[config.mk]
export PLATFORM = sky130hd
export DESIGN_NAME = serial_line_framer_query_match_core
export DESIGN_NICKNAME = d
export VERILOG_FILES = /design/src/design/slfqm_pkg.sv /design/src/design/serial_line_framer_query_match_core.sv
export SDC_FILE = /design/constraint.sdc
export NUM_CORES = 1
export LEC_CHECK = 0
export ABC_AREA = 1
export BUFFER_PORTS_ARGS = -buffer_cell sky130_fd_sc_hd__buf_2
export CELL_PAD_IN_SITES_DETAIL_PLACEMENT = 2
export CELL_PAD_IN_SITES_GLOBAL_PLACEMENT = 2
export CORE_MARGIN = 2
export CORE_UTILIZATION = 30
export CTS_CLUSTER_SIZE = 30
export DETAILED_ROUTE_END_ITERATION = 8
export PLACE_DENSITY = 0.85
export SYNTH_ARGS = -nofsm -noshare
export SYNTH_HDL_FRONTEND = slang
export SYNTH_SLANG_ARGS = --single-unit
[constraint.sdc]
create_clock -name i_clk -period 1.8 [get_ports i_clk]
set_input_delay 0.27 -clock i_clk [delete_from_list [all_inputs] [get_ports i_clk]]
set_output_delay 0.27 -clock i_clk [all_outputs]
set_load 0.01 [all_outputs]
[src/design/slfqm_pkg.sv]
// Shared constants, codes and word tables for the serial line framer.
package slfqm_pkg;

    // Buffer capacity and derived counter width
    localparam int MAX_LEN = 64;
    localparam int FILL_W  = $clog2(MAX_LEN + 1);

    // Output field widths
    localparam int EVENT_W = 2;
    localparam int LEN_W   = 7;
    localparam int KIND_W  = 3;
    localparam int INDEX_W = 6;

    // Characters
    localparam logic [7:0] CH_CR    = 8'h0D;
    localparam logic [7:0] CH_LF    = 8'h0A;
    localparam logic [7:0] CH_QUERY = 8'h3F;
    localparam logic [7:0] CH_BANG  = 8'h21;
    localparam logic [7:0] CH_TAB   = 8'h09;
    localparam logic [7:0] CH_SPACE = 8'h20;

    // Frame event codes
    localparam logic [EVENT_W-1:0] EV_NONE     = 2'd0;
    localparam logic [EVENT_W-1:0] EV_EXECUTE  = 2'd1;
    localparam logic [EVENT_W-1:0] EV_DEFER    = 2'd2;
    localparam logic [EVENT_W-1:0] EV_OVERFLOW = 2'd3;

    // Terminator swallowing modes
    localparam logic [1:0] TAIL_NONE = 2'd0;
    localparam logic [1:0] TAIL_LF   = 2'd1;
    localparam logic [1:0] TAIL_ANY  = 2'd2;

    // Matcher phases
    localparam logic [1:0] PH_LEAD  = 2'd0;
    localparam logic [1:0] PH_WORD  = 2'd1;
    localparam logic [1:0] PH_TRAIL = 2'd2;
    localparam logic [1:0] PH_FAIL  = 2'd3;

    // Query word codes
    localparam logic [KIND_W-1:0] QK_NONE  = 3'd0;
    localparam logic [KIND_W-1:0] QK_STB   = 3'd1;
    localparam logic [KIND_W-1:0] QK_IB    = 3'd2;
    localparam logic [KIND_W-1:0] QK_BUILD = 3'd3;
    localparam logic [KIND_W-1:0] QK_OPT   = 3'd4;

    function automatic logic [7:0] to_upper(input logic [7:0] c);
        logic [7:0] u;
        u = c;
        if (c >= 8'h61 && c <= 8'h7A) begin
            u = c - 8'd32;
        end
        return u;
    endfunction

    function automatic logic is_blank(input logic [7:0] c);
        return (c == CH_SPACE) || (c == CH_TAB);
    endfunction

    // Word index is (code - 1) & 3
    function automatic logic [2:0] word_len(input logic [1:0] w);
        logic [2:0] n;
        unique case (w)
            2'd0:    n = 3'd3;
            2'd1:    n = 3'd2;
            2'd2:    n = 3'd5;
            default: n = 3'd3;
        endcase
        return n;
    endfunction

    function automatic logic [7:0] word_char(input logic [1:0] w, input logic [2:0] pos);
        logic [7:0] ch;
        ch = 8'h00;
        unique case (w)
            2'd0: begin
                unique case (pos)
                    3'd0:    ch = 8'h53; // S
                    3'd1:    ch = 8'h54; // T
                    3'd2:    ch = 8'h42; // B
                    default: ch = 8'h00;
                endcase
            end
            2'd1: begin
                unique case (pos)
                    3'd0:    ch = 8'h49; // I
                    3'd1:    ch = 8'h42; // B
                    default: ch = 8'h00;
                endcase
            end
            2'd2: begin
                unique case (pos)
                    3'd0:    ch = 8'h42; // B
                    3'd1:    ch = 8'h55; // U
                    3'd2:    ch = 8'h49; // I
                    3'd3:    ch = 8'h4C; // L
                    3'd4:    ch = 8'h44; // D
                    default: ch = 8'h00;
                endcase
            end
            default: begin
                unique case (pos)
                    3'd0:    ch = 8'h4F; // O
                    3'd1:    ch = 8'h50; // P
                    3'd2:    ch = 8'h54; // T
                    default: ch = 8'h00;
                endcase
            end
        endcase
        return ch;
    endfunction

endpackage

[src/design/serial_line_framer_query_match_core.sv]
// Serial line framer: per-character frame delimiting, byte store reporting and query matching.
// Each accepted input transaction has its result on the output register in the following cycle.
// Throughput: one character per cycle while the receiver keeps the result register drained; the
// framing and match state update in a single pass between the input handshake and the result register.
// The input is ready whenever the result register is empty or being drained this cycle.
// Reset (synchronous, active low) clears the swallow mode, fill count, overflow flag,
// matcher state and the output valid; result payload registers are not reset.
module serial_line_framer_query_match_core (
    input  logic       i_clk,
    input  logic       i_rst_n,
    input  logic       i_in_valid,
    output logic       o_in_ready,
    input  logic [7:0] i_char_in,
    output logic       o_out_valid,
    input  logic       i_out_ready,
    output logic [1:0] o_frame_event,
    output logic       o_frame_marker,
    output logic [6:0] o_frame_length,
    output logic [2:0] o_query_kind,
    output logic       o_byte_stored,
    output logic [5:0] o_store_index,
    output logic [7:0] o_stored_byte
);

    // Framing state
    logic [1:0]                   r_tail, n_tail;
    logic [slfqm_pkg::FILL_W-1:0] r_fill, n_fill;
    logic                         r_ovf, n_ovf;

    // On-the-fly matcher state
    logic [1:0] r_phase, n_phase;
    logic [2:0] r_word, n_word;
    logic [2:0] r_pos, n_pos;

    // Result register
    logic       r_out_valid;
    logic [1:0] r_event, n_event;
    logic       r_marker, n_marker;
    logic [6:0] r_length, n_length;
    logic [2:0] r_kind, n_kind;
    logic       r_stored, n_stored;
    logic [5:0] r_index, n_index;
    logic [7:0] r_byte, n_byte;

    // Matcher next values when the character is appended
    logic [1:0] m_phase;
    logic [2:0] m_word;
    logic [2:0] m_pos;

    logic       in_fire;
    logic [7:0] upper_c;
    logic [1:0] cur_w;
    logic [2:0] cur_len;

    // Result register frees up as it drains, so a new transaction can enter every cycle
    assign o_in_ready = !r_out_valid || i_out_ready;
    assign in_fire    = i_in_valid && o_in_ready;

    assign upper_c = slfqm_pkg::to_upper(i_char_in);
    assign cur_w   = 2'(r_word - 3'd1);
    assign cur_len = slfqm_pkg::word_len(cur_w);

    // Matcher step: leading blanks, then the word letter by letter, then trailing blanks
    always_comb begin
        m_phase = r_phase;
        m_word  = r_word;
        m_pos   = r_pos;
        unique case (r_phase)
            slfqm_pkg::PH_LEAD: begin
                if (!slfqm_pkg::is_blank(i_char_in)) begin
                    m_phase = slfqm_pkg::PH_FAIL;
                    // first letters are distinct across the four words
                    if (upper_c == slfqm_pkg::word_char(2'd0, 3'd0)) begin
                        m_word  = slfqm_pkg::QK_STB;
                        m_pos   = 3'd1;
                        m_phase = slfqm_pkg::PH_WORD;
                    end else if (upper_c == slfqm_pkg::word_char(2'd1, 3'd0)) begin
                        m_word  = slfqm_pkg::QK_IB;
                        m_pos   = 3'd1;
                        m_phase = slfqm_pkg::PH_WORD;
                    end else if (upper_c == slfqm_pkg::word_char(2'd2, 3'd0)) begin
                        m_word  = slfqm_pkg::QK_BUILD;
                        m_pos   = 3'd1;
                        m_phase = slfqm_pkg::PH_WORD;
                    end else if (upper_c == slfqm_pkg::word_char(2'd3, 3'd0)) begin
                        m_word  = slfqm_pkg::QK_OPT;
                        m_pos   = 3'd1;
                        m_phase = slfqm_pkg::PH_WORD;
                    end
                end
            end
            slfqm_pkg::PH_WORD: begin
                if (r_pos < cur_len && slfqm_pkg::word_char(cur_w, r_pos) == upper_c) begin
                    m_pos = r_pos + 3'd1;
                    if (m_pos >= cur_len) begin
                        m_phase = slfqm_pkg::PH_TRAIL;
                    end
                end else begin
                    m_phase = slfqm_pkg::PH_FAIL;
                end
            end
            slfqm_pkg::PH_TRAIL: begin
                if (!slfqm_pkg::is_blank(i_char_in)) begin
                    m_phase = slfqm_pkg::PH_FAIL;
                end
            end
            default: begin
                m_phase = r_phase;
            end
        endcase
    end

    // Framing decision for the incoming character
    always_comb begin
        logic swallow;
        logic end_frm;
        logic query;
        logic [1:0] ev;

        swallow  = 1'b0;
        end_frm  = 1'b0;
        query    = 1'b0;
        ev       = slfqm_pkg::EV_NONE;

        n_tail   = slfqm_pkg::TAIL_NONE;
        n_fill   = r_fill;
        n_ovf    = r_ovf;
        n_phase  = r_phase;
        n_word   = r_word;
        n_pos    = r_pos;

        n_event  = slfqm_pkg::EV_NONE;
        n_marker = 1'b0;
        n_length = '0;
        n_kind   = slfqm_pkg::QK_NONE;
        n_stored = 1'b0;
        n_index  = '0;
        n_byte   = '0;

        // Swallow the line ending that trails a terminator
        if (r_tail == slfqm_pkg::TAIL_LF) begin
            swallow = (i_char_in == slfqm_pkg::CH_LF);
        end else if (r_tail == slfqm_pkg::TAIL_ANY) begin
            if (i_char_in == slfqm_pkg::CH_CR) begin
                swallow = 1'b1;
                n_tail  = slfqm_pkg::TAIL_LF;
            end else if (i_char_in == slfqm_pkg::CH_LF) begin
                swallow = 1'b1;
            end
        end

        if (!swallow) begin
            priority if (i_char_in == slfqm_pkg::CH_CR) begin
                end_frm = 1'b1;
                ev      = slfqm_pkg::EV_EXECUTE;
                n_tail  = slfqm_pkg::TAIL_LF;
            end else if (i_char_in == slfqm_pkg::CH_LF) begin
                end_frm = 1'b1;
                ev      = slfqm_pkg::EV_EXECUTE;
            end else if (i_char_in == slfqm_pkg::CH_QUERY) begin
                end_frm = 1'b1;
                query   = 1'b1;
                ev      = slfqm_pkg::EV_EXECUTE;
                n_tail  = slfqm_pkg::TAIL_ANY;
            end else if (i_char_in == slfqm_pkg::CH_BANG) begin
                end_frm = 1'b1;
                ev      = slfqm_pkg::EV_DEFER;
                n_tail  = slfqm_pkg::TAIL_ANY;
            end else if (r_fill < slfqm_pkg::FILL_W'(slfqm_pkg::MAX_LEN)) begin
                n_stored = 1'b1;
                n_index  = slfqm_pkg::INDEX_W'(r_fill);
                n_byte   = i_char_in;
                n_fill   = r_fill + 1'b1;
                n_phase  = m_phase;
                n_word   = m_word;
                n_pos    = m_pos;
            end else begin
                // buffer full: character dropped, frame will end as overflow
                n_ovf = 1'b1;
            end
        end

        if (end_frm) begin
            n_event  = r_ovf ? slfqm_pkg::EV_OVERFLOW : ev;
            n_marker = query;
            n_length = slfqm_pkg::LEN_W'(r_fill);
            n_kind   = (query && r_phase == slfqm_pkg::PH_TRAIL) ? r_word : slfqm_pkg::QK_NONE;
            n_fill   = '0;
            n_ovf    = 1'b0;
            n_phase  = slfqm_pkg::PH_LEAD;
            n_word   = '0;
            n_pos    = '0;
        end
    end

    // Control state
    always_ff @(posedge i_clk) begin
        if (!i_rst_n) begin
            r_tail      <= slfqm_pkg::TAIL_NONE;
            r_fill      <= '0;
            r_ovf       <= 1'b0;
            r_phase     <= slfqm_pkg::PH_LEAD;
            r_word      <= '0;
            r_pos       <= '0;
            r_out_valid <= 1'b0;
        end else begin
            if (in_fire) begin
                r_tail  <= n_tail;
                r_fill  <= n_fill;
                r_ovf   <= n_ovf;
                r_phase <= n_phase;
                r_word  <= n_word;
                r_pos   <= n_pos;
            end
            if (in_fire) begin
                r_out_valid <= 1'b1;
            end else if (i_out_ready) begin
                r_out_valid <= 1'b0;
            end
        end
    end

    // Result payload
    always_ff @(posedge i_clk) begin
        if (in_fire) begin
            r_event  <= n_event;
            r_marker <= n_marker;
            r_length <= n_length;
            r_kind   <= n_kind;
            r_stored <= n_stored;
            r_index  <= n_index;
            r_byte   <= n_byte;
        end
    end

    assign o_out_valid    = r_out_valid;
    assign o_frame_event  = r_event;
    assign o_frame_marker = r_marker;
    assign o_frame_length = r_length;
    assign o_query_kind   = r_kind;
    assign o_byte_stored  = r_stored;
    assign o_store_index  = r_index;
    assign o_stored_byte  = r_byte;

`ifndef SYNTHESIS
    a_fill_bound: assert property (@(posedge i_clk) disable iff (!i_rst_n)
        r_fill <= slfqm_pkg::FILL_W'(slfqm_pkg::MAX_LEN))
        else $error("fill count beyond buffer capacity");

    a_store_no_frame: assert property (@(posedge i_clk) disable iff (!i_rst_n)
        (r_out_valid && r_stored) |-> (r_event == slfqm_pkg::EV_NONE))
        else $error("stored byte reported together with a frame end");

    a_kind_needs_query: assert property (@(posedge i_clk) disable iff (!i_rst_n)
        (r_out_valid && r_kind != slfqm_pkg::QK_NONE)
            |-> (r_marker && r_event != slfqm_pkg::EV_NONE))
        else $error("query word reported outside a query frame");

    a_fire_gives_result: assert property (@(posedge i_clk) disable iff (!i_rst_n)
        in_fire |=> r_out_valid)
        else $error("accepted transaction produced no result");

    a_overflow_full: assert property (@(posedge i_clk) disable iff (!i_rst_n)
        r_ovf |-> (r_fill == slfqm_pkg::FILL_W'(slfqm_pkg::MAX_LEN)))
        else $error("overflow flagged while buffer not full");
`endif

endmodule

==> out/results.tsv <==
metric	value	unit
synth_adder_area_share	7.32	%
post-place-ws	-479	ps
drive_gt1_share	49.5	%
synth_area_leaders	edfxtp_1 29%, dfxtp_1 13%, nand2_1 12%	
drv_slew	0	
synthDistinctLibCells	33	
crit_fanout	4	
relSlewSlack	60.9	%
drv_cap	0	
layout_common_cells	94 x buf_4, 69 x nand2_1, 45 x nor2_1	
fmax	0.415	GHz
cts_htree_levels	2	
cts_sinks	47	
initial_core_util	31.1	%
io_pins	42	
p_int	2110	µW
die_h	102	µm
rows	35	
synth.top_cell.area_share	29.0	%
end_kind	flop	
clkPwrFrac	25.4	%
core	9330	µm²
slowest_stage	dfxtp_2	
final_common_cell	buf_4	
port_buffers	41	
rr_endpoint	r_phase[0]$_SDFFE_PN0P_	
start_kind	flop	
violations	setup timing	
synth_top_area_cell	edfxtp_1	
min_to	r_pos[2]$_SDFFE_PN0P_	
hold_path_startpoint	i_rst_n	
ir_drop	578	µV
crit_chain	inv_2 > ha_4 > nand2_1 > inv_1 > nor2_1 > nand3_1 > nand2_1 > nand3_1 > nand2_1 > buf_4 > nand2_1 > nor2_1 > nand3_4 > nand3_4 > nor2_4 > nor2_2 > nor2_1	
overflow	0	
grt_util_all_layers	27.4	%
synth_xor_area_share	0	%
synth-async-reset-ratio	0	%
hold_path_class	in -> reg	
synth_cells	389	
avgSynthCellArea	7.47	µm²
hold_depth	3	
synth.net_count	418	
rsz0062_at_grt	true	
synth_top_family_by_area	simple AND/OR/NAND/NOR gates	
drc	0	
fin_nets	559	
place.gp.congestion	0.837	
grt_pass1_vias	3777	
tritoncts	yes	
initialDrtViolationCount	187	
clk_pin_slew	90	ps
synth-compound-area-share	7.71	%
path_buf_inv	3	
cts_inserted_buffers	5	
utilization	49.2	%
met1_length	6740	µm
status	finished, violations left	
powerDensity	742	nW/µm²
routedWlPerCell	26.4	µm
synthSimpleGateAreaFrac	34.4	%
first_pass_iters	4	
fin_tns_setup	-3670	ps
num_vias	3448	
regToRegSetupSlack	-610	ps
grt_start_max_net_pins	29	
timing.rr.start	r_pos[1]$_SDFFE_PN0P_	
syn_area	2900	µm²
clk_latency	340	ps
highest_layer	met4	
path_common_cell	nand2_1	
diodes	0	
cp.arrival	2620	ps
met2_length	9170	µm
worstSetupPathType	reg -> reg	
worstMarginPinSlew	584	ps
power_switching	1300	µW
setup_viol	11	
period_share	134	%
synth-main-ff-cell	edfxtp_1	
drt-total-wl	17400	µm
die_w	102	µm
cts.path.max_buffers	2	
fin_ws	-610	ps
ant_nets	0	
min_period	2410	ps
clock_skew	25.7	ps
antenna_found_initial	0	
power_frac_comb	37.9	%
cp_top_family	simple AND/OR/NAND/NOR gates	
hold_violations	0	
syn2layout_area_growth	58.1	%
grt_pass1_wl	21200	µm
dr_wl_met3	778	µm
fill_cells	1040	
power_frac_seq	36.6	%
swShare	38.1	%
leakage	0.00212	µW
routed_via_density	5.22	
hpwlAfterDp	9630	µm
ys_seq_elements	47	
ff2ff_path_depth	17	
synth.yosys.warnings	0	
cts_root_buffer	clkbuf_8	
seq_area_frac_synth	42.1	%
crit_required	2010	ps
hold_buffers	0	
synth_edf_count	28	
slowest_delay	380	ps
dieArea	10500	µm²
synth_mux_area_share	0	%
how the worst max path moves through the flow:
stage,startpoint,end,slack (ps),depth (start not counted)
3_3_place_gp,r_pos[1]$_SDFFE_PN0P_,r_phase[0]$_SDFFE_PN0P_,-330,15
5_1_grt,r_pos[1]$_SDFFE_PN0P_,r_pos[0]$_SDFFE_PN0P_,-700,17
3_5_place_dp,i_char_in[2],r_pos[0]$_SDFFE_PN0P_,-480,16
6_report,r_pos[1]$_SDFFE_PN0P_,r_phase[0]$_SDFFE_PN0P_,-610,17
2_1_floorplan,r_word[1]$_SDFFE_PN0P_,r_phase[0]$_SDFFE_PN0P_,-10,15
4_1_cts,r_pos[1]$_SDFFE_PN0P_,r_phase[0]$_SDFFE_PN0P_,-380,15
registers in the layout (all words and copies together), names as in the netlist:
| register | count |
|---|---|
| o_stored_byte | 8 |
| r_fill | 7 |
| o_store_index | 6 |
| o_byte_stored | 1 |
| r_ovf | 1 |
| r_tail | 2 |
| r_pos | 3 |
| o_frame_length | 7 |
| o_out_valid | 1 |
| r_word | 3 |
| o_frame_marker | 1 |
| o_query_kind | 3 |
| o_frame_event | 2 |
| r_phase | 2 |
layout make-up:
type,instances,area (µm²),share of cell area (%)
Inverter,61,249,5.42
Sequential cell,47,1240,26.9
Timing Repair Buffer,138,991,21.6
Clock inverter,3,42.5,0.927
Tap cell,129,161,3.52
Clock buffer,5,68.8,1.50
Multi-Input combinational cell,277,1840,40.1
metal layers:
metal	vias to the layer above	track usage [%]
met5	-	0
met4	0	9.64
met3	48	4.31
met2	127	53.2
met1	1740	29.9
li1	1533	-
cell families after synthesis:
family,Yosys count
DFF,47
AOI/OAI and AO/OA,39
and+or+nand+nor,221
buffers and inverters,65
adders and majority gates,17
through the flow:
stage / std cells / hold slack (ps) / instance area [µm²] / power [µW]
final: 660 / 283 / 4590 / 3410
after global routing: 660 / 274 / 4590 / 3530
after CTS: 647 / 260 / 4200 / 3080
after detailed placement: 631 / 493 / 3860 / 2180
after global placement: 631 / 459 / 3860 / 2090
after floorplan: 389 / 439 / 2930 / 1750
tightest hold or removal path, cell delays in order:
cell and delay [ps]:
buf_2 180, nand2_1 90, nor2_1 40
power by group through the flow:
stage | combinational (µW) | sequential, µW | clock, µW
floorplan | 475 | 1270 | 0
global placement | 836 | 1250 | 0
detailed placement | 916 | 1260 | 0
CTS | 996 | 1240 | 848
global route | 1370 | 1250 | 910
finish | 1290 | 1250 | 867
cells in the mapped netlist (2+ instances only):
cell	n
nor3_1	3
nor2_4	2
edfxtp_1	28
o21ai_0	9
inv_2	8
nor2_1	63
nand3_1	37
a21oi_1	20
nand2_2	3
nand4_1	4
nand2_1	91
ha_1	17
o21ai_1	2
dfxtp_1	19
clkbuf_1	2
nand3b_1	2
nand3_2	4
inv_1	52
a211oi_1	2
nor2_2	7
buf_2	2
timing repair:
item                                    in CTS  in global routing
setup buffers                                8                 13
gates resized for setup                     53                 85
pin swaps                                   25                 35
endpoints found under the setup margin      10                 30
No activity file was read; power rests on OpenSTA's default activity.
